File: src/rtl/core/szsc_pkg.sv
// Types, constants and helper functions of the slope/zenith sine-cosine core.
// No dependencies.
package szsc_pkg;

  localparam int unsigned SQRT_STEPS   = 16;
  localparam int unsigned ATAN_ENTRIES = 24;
  localparam int unsigned XW           = 34;

  localparam logic signed [XW-1:0] CORDIC_GAIN = 34'sd652032874;

  // a = 46603*deg + floor((17*deg + 22) / 45), the quotient by reciprocal
  localparam logic [31:0] ANG_MUL   = 32'd46603;
  localparam logic [42:0] RECIP_45  = 43'd2982617;
  localparam int unsigned RECIP_SH  = 27;

  typedef enum logic {
    REQ_SLOPE  = 1'b0,
    REQ_ZENITH = 1'b1
  } req_e;

  typedef struct packed {
    req_e                   req;
    logic                   deg_mode;
    logic                   flip;
    logic signed [15:0]     uv;
    logic [31:0]            rem;
    logic [31:0]            root;
    logic signed [XW-1:0]   x;
    logic signed [XW-1:0]   y;
    logic signed [XW-1:0]   z;
  } iter_t;

  function automatic logic [31:0] atan_turn(input logic [4:0] idx);
    logic [31:0] r;
    case (idx)
      5'd0:    r = 32'd536870912;
      5'd1:    r = 32'd316933406;
      5'd2:    r = 32'd167458907;
      5'd3:    r = 32'd85004756;
      5'd4:    r = 32'd42667331;
      5'd5:    r = 32'd21354465;
      5'd6:    r = 32'd10679838;
      5'd7:    r = 32'd5340245;
      5'd8:    r = 32'd2670163;
      5'd9:    r = 32'd1335087;
      5'd10:   r = 32'd667544;
      5'd11:   r = 32'd333772;
      5'd12:   r = 32'd166886;
      5'd13:   r = 32'd83443;
      5'd14:   r = 32'd41722;
      5'd15:   r = 32'd20861;
      5'd16:   r = 32'd10430;
      5'd17:   r = 32'd5215;
      5'd18:   r = 32'd2608;
      5'd19:   r = 32'd1304;
      5'd20:   r = 32'd652;
      5'd21:   r = 32'd326;
      5'd22:   r = 32'd163;
      5'd23:   r = 32'd81;
      default: r = 32'd0;
    endcase
    return r;
  endfunction

  function automatic logic signed [15:0] sat16(input logic signed [19:0] v);
    logic signed [15:0] r;
    if (v > 20'sd32767) begin
      r = 16'sd32767;
    end else if (v < -20'sd32768) begin
      r = -16'sd32768;
    end else begin
      r = v[15:0];
    end
    return r;
  endfunction

endpackage

File: src/rtl/core/szsc_iter.sv
// One pipeline stage: a square-root digit step and a CORDIC rotation step, each enabled by a parameter.
// Depends on szsc_pkg.
module szsc_iter #(
  parameter int unsigned Idx    = 0,
  parameter bit          DoRoot = 1'b1,
  parameter bit          DoRot  = 1'b1
) (
  input  logic             clk_i,
  input  logic             rst_ni,
  input  logic             en_i,
  input  logic             valid_i,
  input  szsc_pkg::iter_t  data_i,
  output logic             valid_o,
  output szsc_pkg::iter_t  data_o
);

  localparam int unsigned RootSh  = DoRoot ? (30 - 2 * Idx) : 0;
  localparam logic [31:0] RootBit = 32'd1 << RootSh;

  szsc_pkg::iter_t                 data_d;
  szsc_pkg::iter_t                 data_q;
  logic                            valid_q;
  logic [31:0]                     trial;
  logic signed [szsc_pkg::XW-1:0]  dx;
  logic signed [szsc_pkg::XW-1:0]  dy;
  logic signed [szsc_pkg::XW-1:0]  ang;

  always_comb begin
    data_d = data_i;
    trial  = data_i.root + RootBit;
    dx     = data_i.y >>> Idx;
    dy     = data_i.x >>> Idx;
    ang    = signed'({2'b00, szsc_pkg::atan_turn(5'(Idx))});
    if (DoRoot) begin
      if (data_i.rem >= trial) begin
        data_d.rem  = data_i.rem - trial;
        data_d.root = (data_i.root >> 1) + RootBit;
      end else begin
        data_d.root = data_i.root >> 1;
      end
    end
    if (DoRot) begin
      if (!data_i.z[szsc_pkg::XW-1]) begin
        data_d.x = data_i.x - dx;
        data_d.y = data_i.y + dy;
        data_d.z = data_i.z - ang;
      end else begin
        data_d.x = data_i.x + dx;
        data_d.y = data_i.y - dy;
        data_d.z = data_i.z + ang;
      end
    end
  end

  always_ff @(posedge clk_i or negedge rst_ni) begin
    if (!rst_ni) begin
      valid_q <= 1'b0;
    end else if (en_i) begin
      valid_q <= valid_i;
    end
  end

  always_ff @(posedge clk_i) begin
    if (en_i) begin
      data_q <= data_d;
    end
  end

  assign valid_o = valid_q;
  assign data_o  = data_q;

endmodule

File: config.mk
export PLATFORM = sky130hd
export DESIGN_NAME = szsc_iter
export DESIGN_NICKNAME = d
export VERILOG_FILES = /design/src/rtl/core/szsc_pkg.sv /design/src/rtl/core/szsc_iter.sv
export SDC_FILE = /design/constraint.sdc
export NUM_CORES = 1
export LEC_CHECK = 0
export ABC_AREA = 1
export BUFFER_PORTS_ARGS = -buffer_cell sky130_fd_sc_hd__buf_4
export CAP_MARGIN = 10
export CORE_MARGIN = 4
export CORE_UTILIZATION = 50
export CTS_CLUSTER_SIZE = 40
export DETAILED_ROUTE_END_ITERATION = 16
export PLACE_DENSITY = 0.78
export SLEW_MARGIN = 20
export SYNTH_ARGS = -nofsm -noshare
export SYNTH_HDL_FRONTEND = slang
export SYNTH_SLANG_ARGS = --single-unit
export TNS_END_PERCENT = 50
File: constraint.sdc
create_clock -name clk_i -period 0.8 [get_ports clk_i]
set_input_delay 0.04 -clock clk_i [delete_from_list [all_inputs] [get_ports clk_i]]
set_output_delay 0.04 -clock clk_i [all_outputs]
set_load 0.005 [all_outputs]
==> results.sh, run 1 <==
export IMPL_cts_sinks=185
export IMPL_dp_hpwl_um=49500
export IMPL_netlist_cell_type_count=43
export IMPL_io_buffers=374
export IMPL_dp_cells=3255
export IMPL_synth_area_um2=15400
export IMPL_avgSynthCellArea_um2=7.21
export IMPL_pre_cts_ws_ns=-1.41
export IMPL_place_area_um2=22500
export IMPL_synth_edf_count=184
export IMPL_grt_start_max_net_pins=36
export IMPL_clockBufferDepth=2
export IMPL_place_gp_congestion=1.03
export IMPL_endpoint_type="register data pin"
export IMPL_synth_ff_type="edfxtp_1"
export IMPL_root_buffer="clkbuf_16"
export IMPL_num_io_pins=375
export IMPL_outcome="aborted with a tool error"
export IMPL_firstError="[ERROR DPL-0038] Utilization greater than 100%, impossible to legalize"
export IMPL_placementRows=64
export IMPL_synth_seq_cells=185
export IMPL_h_tree_depth=4
export IMPL_crit_endpoint="data_o[132]$_DFFE_PP_/D"
export IMPL_seq_area_frac_synth_pct=36.0
export IMPL_yosysWarnings=0
export IMPL_syn_inst=2137
export IMPL_fp_dieW_um=184
export IMPL_syn_nets=2465
export IMPL_stop_stage="global routing"
export IMPL_cts_made_buffers=17
export IMPL_initial_core_util_pct=50.5
export IMPL_die_h_um=184
export IMPL_async_reset_ff_share_pct=0.541
==> Yosys cell counts, types with 8 or more instances <==
cell type    n  share of area [%]
nand2_1    611                 15
o21bai_1    16               0.78
o21ai_0    132                4.3
xnor2_1     14               0.80
a21oi_1    157                5.1
edfxtp_1   184                 36
ha_1       134                 11
nand3b_1     8               0.39
inv_1      312                7.6
nor3_1      27               0.88
nor2_1     184                4.5
buf_2       28               0.91
xor2_1      31                1.8
nand4_1     14               0.57
nand3_1    194                6.3
clkbuf_1     8               0.19
==> kinds of logic after synthesis <==
logic type | Yosys count | share of synthesized area, %
buffers and inverters | 366 | 9.38
muxes | 1 | 0.0731
and+or+nand+nor | 1064 | 28.8
xor gates and xnor gates | 45 | 2.56
DFF | 185 | 36.0
adders and majority gates | 139 | 11.5
AOI/OAI and AO/OA | 337 | 11.7
==> per-stage QoR <==
step,setup TNS [ns],util [%]
floorplan,-81.98,-
CTS,-96.96,89.5
detailed placement,-126.38,73.7
global placement,-119.23,73.7
==> repair_timing <==
| item | 4_1_cts |
|---|---|
| hold buffers | 115 |
| gates cloned | 4 |
| resized for setup | 657 |
| hold endpoints to repair | 117 |
| buffers inserted | 62 |
| pin swaps | 183 |
| endpoints found under the setup margin | 286 |
==> run 2: changes to the inputs <==
--- a/config.mk
+++ b/config.mk
@@ -9,10 +9,9 @@
 export BUFFER_PORTS_ARGS = -buffer_cell sky130_fd_sc_hd__buf_4
 export CAP_MARGIN = 10
 export CORE_MARGIN = 4
-export CORE_UTILIZATION = 50
-export CTS_CLUSTER_SIZE = 40
+export CORE_UTILIZATION = 35
 export DETAILED_ROUTE_END_ITERATION = 16
-export PLACE_DENSITY = 0.78
+export PLACE_DENSITY_LB_ADDON = 0.15
 export SLEW_MARGIN = 20
 export SYNTH_ARGS = -nofsm -noshare
 export SYNTH_HDL_FRONTEND = slang
==> constraint.sdc (replaced) <==
create_clock -name clk_i -period 1 [get_ports clk_i]
set_input_delay 0.05 -clock clk_i [delete_from_list [all_inputs] [get_ports clk_i]]
set_output_delay 0.05 -clock clk_i [all_outputs]
set_load 0.005 [all_outputs]
==> results.sh, run 2 <==
export IMPL_synthToLayoutAreaGrowth_pct=96.2
export IMPL_fin_ws_ns=-0.584
export IMPL_synth_top_cell_by_area="edfxtp_1"
export IMPL_netlist_cell_type_count=43
export IMPL_synth_seq_cells=185
export IMPL_place_area_um2=23100
export IMPL_p_seq_share_pct=29.3
export IMPL_overflow=0
export IMPL_fin_area_um2=30200
export IMPL_track_usage_pct=28.9
export IMPL_finalNonFillerCells=3773
export IMPL_largest_reg_flops=184
export IMPL_cts_made_buffers=17
export IMPL_slew_violations=0
export IMPL_synthTopCellsByCount="nand2_1, inv_1, nand3_1"
export IMPL_worstPathArrival_ns=1.82
export IMPL_drtIter0Drc=1341
export IMPL_dieArea_um2=47500
export IMPL_clkTransAtPathRegs_ns=0.08
export IMPL_avgSynthCellArea_um2=7.21
export IMPL_hold_path_class="input pin to flop"
export IMPL_crit_path_start_kind="input pin"
export IMPL_violations="setup timing"
export IMPL_cellPowerDensity_nw_per_um2=1140
export IMPL_period_needed_ns=1.58
export IMPL_core_um2=43300
export IMPL_cpPeakStageDelay_ns=0.21
export IMPL_synth_ff_type="edfxtp_1"
export IMPL_clk_latency_ns=0.48
export IMPL_wire_per_inst_um=19.9
export IMPL_drt_total_wl_um=75200
export IMPL_fin_util_pct=69.9
export IMPL_path_buf_inv=7
export IMPL_critPathSlowestCell="fa_2"
export IMPL_postRouteAntennaNets=0
export IMPL_max_vdd_ir_drop_uv=795
export IMPL_via_count=19200
export IMPL_power_share_combinational_pct=49.5
export IMPL_placementRows=76
export IMPL_io_buffers=374
export IMPL_finalSetupViolations=302
export IMPL_grt_pass1_vias=19400
export IMPL_power_share_clock_pct=21.2
export IMPL_dp_cells=3496
export IMPL_mostFrequentLayoutCells="buf_4, nand2_1, inv_1"
export IMPL_final_common_cell="buf_4"
export IMPL_critPathKind="input pin to flop"
export IMPL_worstMarginPinSlew_ns=0.384
export IMPL_nFillCells=3279
export IMPL_nets=3499
export IMPL_cellLeakagePower_nw=14.1
export IMPL_synth_area_um2=15400
export IMPL_h_tree_depth=4
export IMPL_die_h_um=218
export IMPL_syn_nets=2465
export IMPL_rsz0062_at_grt="true"
export IMPL_maxCapViolCount=0
export IMPL_path_max_fanout=4
export IMPL_seq_area_frac_synth_pct=36.0
export IMPL_yosys_top_cells_area="edfxtp_1, nand2_1, ha_1"
export IMPL_max_slew_margin_rel_pct=74.1
export IMPL_cp_required_ns=1.24
export IMPL_clockBufferDepth=2
export IMPL_detail_route_vias_per_cell=5.08
export IMPL_p_sw_share_pct=37.9
export IMPL_cts_sinks=185
export IMPL_crit_path_cell_trace="buf_8 > inv_12 > ha_4 > fa_2 > inv_2 > nand3_2 > nand2_4 > buf_4 > buf_4 > buf_4 > buf_4 > nand4_1 > nand3_2 > xor2_1 > nand2_1 > nand2_1"
export IMPL_period_share_pct=158
export IMPL_root_buffer="clkbuf_16"
export IMPL_outcome="complete, but fails checks"
export IMPL_drc=0
export IMPL_place_gp_congestion=0.931
export IMPL_p_sw_mw=13.1
export IMPL_syn_inst=2137
export IMPL_yosysTopAreaCellShare_pct=35.8
export IMPL_grt_start_max_net_pins=44
export IMPL_dp_hpwl_um=54200
export IMPL_num_io_pins=375
export IMPL_yosysWarnings=0
export IMPL_intPower_mw=21.4
export IMPL_hold_violations=0
export IMPL_grt_pass1_wl_um=108000
export IMPL_synth_edf_count=184
export IMPL_yosys_cell_count_top_type="nand2_1"
export IMPL_crit_top_cell="buf_4"
export IMPL_clock_skew_ns=0
export IMPL_endpoint_kind="flop"
export IMPL_initial_core_util_pct=35.6
export IMPL_max_freq_ghz=0.631
export IMPL_fp_dieW_um=218
export IMPL_first_pass_iters=7
export IMPL_drive_above_1_share_pct=56.5
export IMPL_cts_tree="built"
export IMPL_antenna_found_initial=4
export IMPL_async_reset_ff_share_pct=0.541
export IMPL_critical_path_top_delay_family="buffers and inverters"
## run 2: timing repair
item,in CTS,in global routing
endpoints found under the setup margin,284,313
buffers inserted,70,76
cloned,2,1
resized for setup,698,456
endpoints found under the hold margin,118,2
pin swaps,253,283
hold buffers,116,1
## run 2: power by group through the flow
stage,clock (mW),sequential (mW),combinational [mW]
5_1_grt,7.71,10.2,18.1
3_5_place_dp,0,10.2,12.1
4_1_cts,7.36,10.0,14.8
6_report,7.31,10.1,17.0
3_3_place_gp,0,10.2,12.0
2_1_floorplan,0,10.2,5.46
## run 2: layer usage
layer  part of all wire [%]  vias to the layer above  global-route usage [%]
met1                     39                     9211                    34.8
met2                     51                      699                    52.7
met4                    4.1                        0                    9.21
met5                      0                        -                       0
met3                    5.9                      172                    4.78
li1                       -                     9103                       -
## run 2: cell type report
class	count	area, µm²	share of cell area (%)
Clock inverter	15	191	0.633
Sequential cell	185	5550	18.4
Inverter	315	1350	4.46
Antenna cell	4	10.0	0.0331
Multi-Input combinational cell	1586	12600	41.8
Clock buffer	17	425	1.41
Timing Repair Buffer	1066	9350	30.9
Tap cell	585	732	2.42
## run 2: per-stage QoR
step	hold slack, ns	power [mW]	TNS (ns)	setup slack, ns
final	0.00892	34.4	-53.02	-0.584
after global routing	0.00147	36.0	-64.44	-0.617
after CTS	-0.0276	32.2	-48.25	-0.528
after detailed placement	-0.173	22.3	-105.30	-1.24
after global placement	-0.175	22.1	-103.72	-1.23
after floorplan	-0.246	15.7	-62.22	-0.916
## run 2: path summary, 6_finish.rpt
path / startpoint / end / slack (ns) / cells after the start
worst min-delay path: data_i[30] / data_o[30] / 0.009 / 2
worst max-delay path: data_i[134] / data_o[154] / -0.58 / 16
min in group asynchronous: rst_ni / valid_o / 0.45 / 3
max in group asynchronous: rst_ni / valid_o / 0.45 / 3
worst max register to register: valid_o / valid_o / 0.06 / 2
worst min register to register: valid_o / valid_o / 0.70 / 2
## run 2: logic make-up (layout without fill, tap and decap cells)
logic type,count (synthesis),after routing,share of synthesized area (%)
AND/OR/NAND/NOR,1064,1064,28.8
buffers and inverters,366,1413,9.38
AO/OA/AOI/OAI,337,337,11.7
flip-flops,185,185,36.0
adder cells (fa/ha/maj),139,139,11.5
XOR/XNOR,45,45,2.56
multiplexers,1,1,0.0731
other,0,4,0
(Power assumes the default switching activity.)
==> run 3: changes to the inputs <==
--- a/config.mk
+++ b/config.mk
@@ -5,7 +5,6 @@
 export SDC_FILE = /design/constraint.sdc
 export NUM_CORES = 1
 export LEC_CHECK = 0
-export ABC_AREA = 1
 export BUFFER_PORTS_ARGS = -buffer_cell sky130_fd_sc_hd__buf_4
 export CAP_MARGIN = 10
 export CORE_MARGIN = 4
==> constraint.sdc (replaced) <==
create_clock -name clk_i -period 1.66 [get_ports clk_i]
set_input_delay 0.083 -clock clk_i [delete_from_list [all_inputs] [get_ports clk_i]]
set_output_delay 0.083 -clock clk_i [all_outputs]
set_load 0.005 [all_outputs]
==> results.sh, run 3 <==
export IMPL_outcome="complete, but fails checks"
export IMPL_violations="setup timing"
export IMPL_cellPowerDensity_nw_per_um2=742
export IMPL_async_reset_ff_share_pct=0.541
export IMPL_clk_latency_ns=0.46
export IMPL_num_io_pins=375
export IMPL_drt_total_wl_um=57800
export IMPL_place_gp_congestion=0.916
export IMPL_io_buffers=374
export IMPL_fin_ws_ns=-0.636
export IMPL_largest_reg_flops=184
export IMPL_clock_skew_ns=0
export IMPL_nets=2716
export IMPL_synthTopCellsByCount="edfxtp_1, a21oi_1, inv_1"
export IMPL_fp_dieW_um=205
export IMPL_final_common_cell="buf_4"
export IMPL_drive_above_1_share_pct=51.2
export IMPL_wire_per_inst_um=19.8
export IMPL_intPower_mw=12.4
export IMPL_yosysTopAreaCellShare_pct=40.5
export IMPL_rsz0062_at_grt="true"
export IMPL_path_max_fanout=3
export IMPL_first_pass_iters=5
export IMPL_cp_required_ns=1.87
export IMPL_synth_seq_cells=185
export IMPL_p_seq_share_pct=33.1
export IMPL_cellLeakagePower_nw=11.2
export IMPL_finalSetupViolations=84
export IMPL_power_share_clock_pct=22.5
export IMPL_clockBufferDepth=2
export IMPL_yosys_cell_count_top_type="edfxtp_1"
export IMPL_setup_tns_ns=-36.37
export IMPL_netlist_cell_type_count=84
export IMPL_placementRows=72
export IMPL_cts_tree="built"
export IMPL_worstMarginPinSlew_ns=0.572
export IMPL_critPathKind="input pin to flop"
export IMPL_syn_nets=1752
export IMPL_synth_top_cell_by_area="edfxtp_1"
export IMPL_drtIter0Drc=696
export IMPL_max_slew_margin_rel_pct=61.6
export IMPL_hold_path_class="input pin to flop"
export IMPL_pre_cts_ws_ns=-1.49
export IMPL_timing_critical_path_to="data_o[100]"
export IMPL_nFillCells=3110
export IMPL_avgSynthCellArea_um2=9.57
export IMPL_fin_util_pct=64.7
export IMPL_core_um2=38600
export IMPL_period_needed_ns=2.30
export IMPL_grt_pass1_vias=15000
export IMPL_mostFrequentLayoutCells="buf_4, edfxtp_1, inv_1"
export IMPL_grt_start_max_net_pins=45
export IMPL_overflow=0
export IMPL_clkTransAtPathRegs_ns=0.07
export IMPL_postRouteAntennaNets=0
export IMPL_via_count=14800
export IMPL_cts_made_buffers=17
export IMPL_cts_sinks=185
export IMPL_grt_pass1_wl_um=85400
export IMPL_rrSetupSlack_ns=0.92
export IMPL_worstPathArrival_ns=2.51
export IMPL_die_h_um=205
export IMPL_synth_edf_count=184
export IMPL_period_share_pct=138
export IMPL_h_tree_depth=4
export IMPL_crit_path_start_kind="input pin"
export IMPL_power_share_combinational_pct=44.4
export IMPL_synthToLayoutAreaGrowth_pct=82.9
export IMPL_antenna_found_initial=1
export IMPL_seq_area_frac_synth_pct=40.7
export IMPL_slew_violations=0
export IMPL_p_sw_share_pct=33.3
export IMPL_p_sw_mw=6.15
export IMPL_yosysWarnings=0
export IMPL_maxCapViolCount=0
export IMPL_max_freq_ghz=0.436
export IMPL_synth_ff_type="edfxtp_1"
export IMPL_dp_hpwl_um=43700
export IMPL_detail_route_vias_per_cell=5.07
export IMPL_endpoint_kind="flop"
export IMPL_initial_core_util_pct=35.4
export IMPL_r2r_start="valid_o"
export IMPL_synth_area_um2=13600
export IMPL_dieArea_um2=42200
export IMPL_setup_worst_path_start="data_i[68]"
export IMPL_syn_inst=1424
export IMPL_drc=0
export IMPL_root_buffer="clkbuf_16"
export IMPL_yosys_top_cells_area="edfxtp_1, ha_1, a21oi_1"
export IMPL_track_usage_pct=26.0
export IMPL_reg2reg_depth=1
export IMPL_max_vdd_ir_drop_uv=706
export IMPL_hold_violations=0
export IMPL_r2r_end="valid_o"
run 3: area by class of cell:
type	count	area, µm²	share of cell area (%)
inverter	142	582	2.33
multi-input combinational	1043	9340	37.4
sequential	185	5550	22.3
clock buffer	18	429	1.72
clock inverter	14	158	0.632
timing repair buffer	999	8230	33.0
tap	518	648	2.60
antenna	1	2.50	0.0100
run 3: worst min path at each step:
| stage | start | end | slack, ns | cells past startpoint |
|---|---|---|---|---|
| 6_report | data_i[32] | data_o[33] | 0.04 | 3 |
| 5_1_grt | data_i[68] | data_o[34] | 0.04 | 3 |
| 4_1_cts | data_i[68] | data_o[34] | 0.009 | 3 |
| 3_5_place_dp | rst_ni | valid_o | -0.14 | 1 |
| 3_3_place_gp | rst_ni | valid_o | -0.14 | 1 |
| 2_1_floorplan | rst_ni | valid_o | -0.21 | 0 |
run 3: per-layer routing:
metal,up-vias,part of all wire (%),GRT usage (%)
met2,478,51,46.2
met3,83,5.5,3.80
li1,7096,-,-
met5,-,0,0
met4,0,2.6,8.68
met1,7147,41,32.5
run 3: stage by stage:
| stage | cells | power (mW) | instance area, µm² | hold slack, ns |
|---|---|---|---|---|
| after floorplan | 1424 | 8.94 | 14000 | -0.213 |
| after global placement | 2712 | 12.7 | 20700 | -0.142 |
| after detailed placement | 2712 | 12.7 | 20700 | -0.140 |
| after CTS | 2896 | 18.0 | 23900 | 0.00922 |
| after global routing | 2920 | 19.4 | 24900 | 0.0449 |
| final | 2920 | 18.5 | 24900 | 0.0413 |
run 3: critical path, stage by stage:
cell      delay, ns
buf_12         0.12
inv_4          0.05
ha_4           0.13
fa_2           0.25
nor2b_4        0.05
o31a_1         0.26
or2_4          0.28
a311o_1        0.32
buf_4          0.15
buf_6          0.12
nand3_4        0.10
o21ai_4        0.08
a211oi_2       0.25
o22ai_2        0.10
xor2_1         0.16
run 3: power by group through the flow:
| stage | Sequential [mW] | Clock (mW) | Combinational (mW) |
|---|---|---|---|
| 6_report | 6.13 | 4.16 | 8.22 |
| 5_1_grt | 6.17 | 4.41 | 8.77 |
| 4_1_cts | 6.12 | 4.24 | 7.64 |
| 3_5_place_dp | 6.22 | 0 | 6.49 |
| 3_3_place_gp | 6.22 | 0 | 6.47 |
| 2_1_floorplan | 6.25 | 0 | 2.68 |
run 3: what timing repair did:
item | CTS | global route
pin swaps | 95 | 119
gates cloned | 6 | 0
endpoints found under the hold margin | 114 | 0
resized for setup | 248 | 211
endpoints found under the setup margin | 86 | 88
setup buffers | 37 | 36
hold buffers | 115 | 0
run 3: cells by family (layout without fill, tap and decap cells):
kind of cell	after synthesis	after routing	share of synthesized area, %
DFF	185	185	40.7
other	0	1	0
xor gates and xnor gates	88	88	5.65
buffers and inverters	196	1173	5.73
and+or+nand+nor	342	342	12.1
AOI/OAI and AO/OA	455	455	21.4
adders and majority gates	139	139	13.0
muxes	19	19	1.40
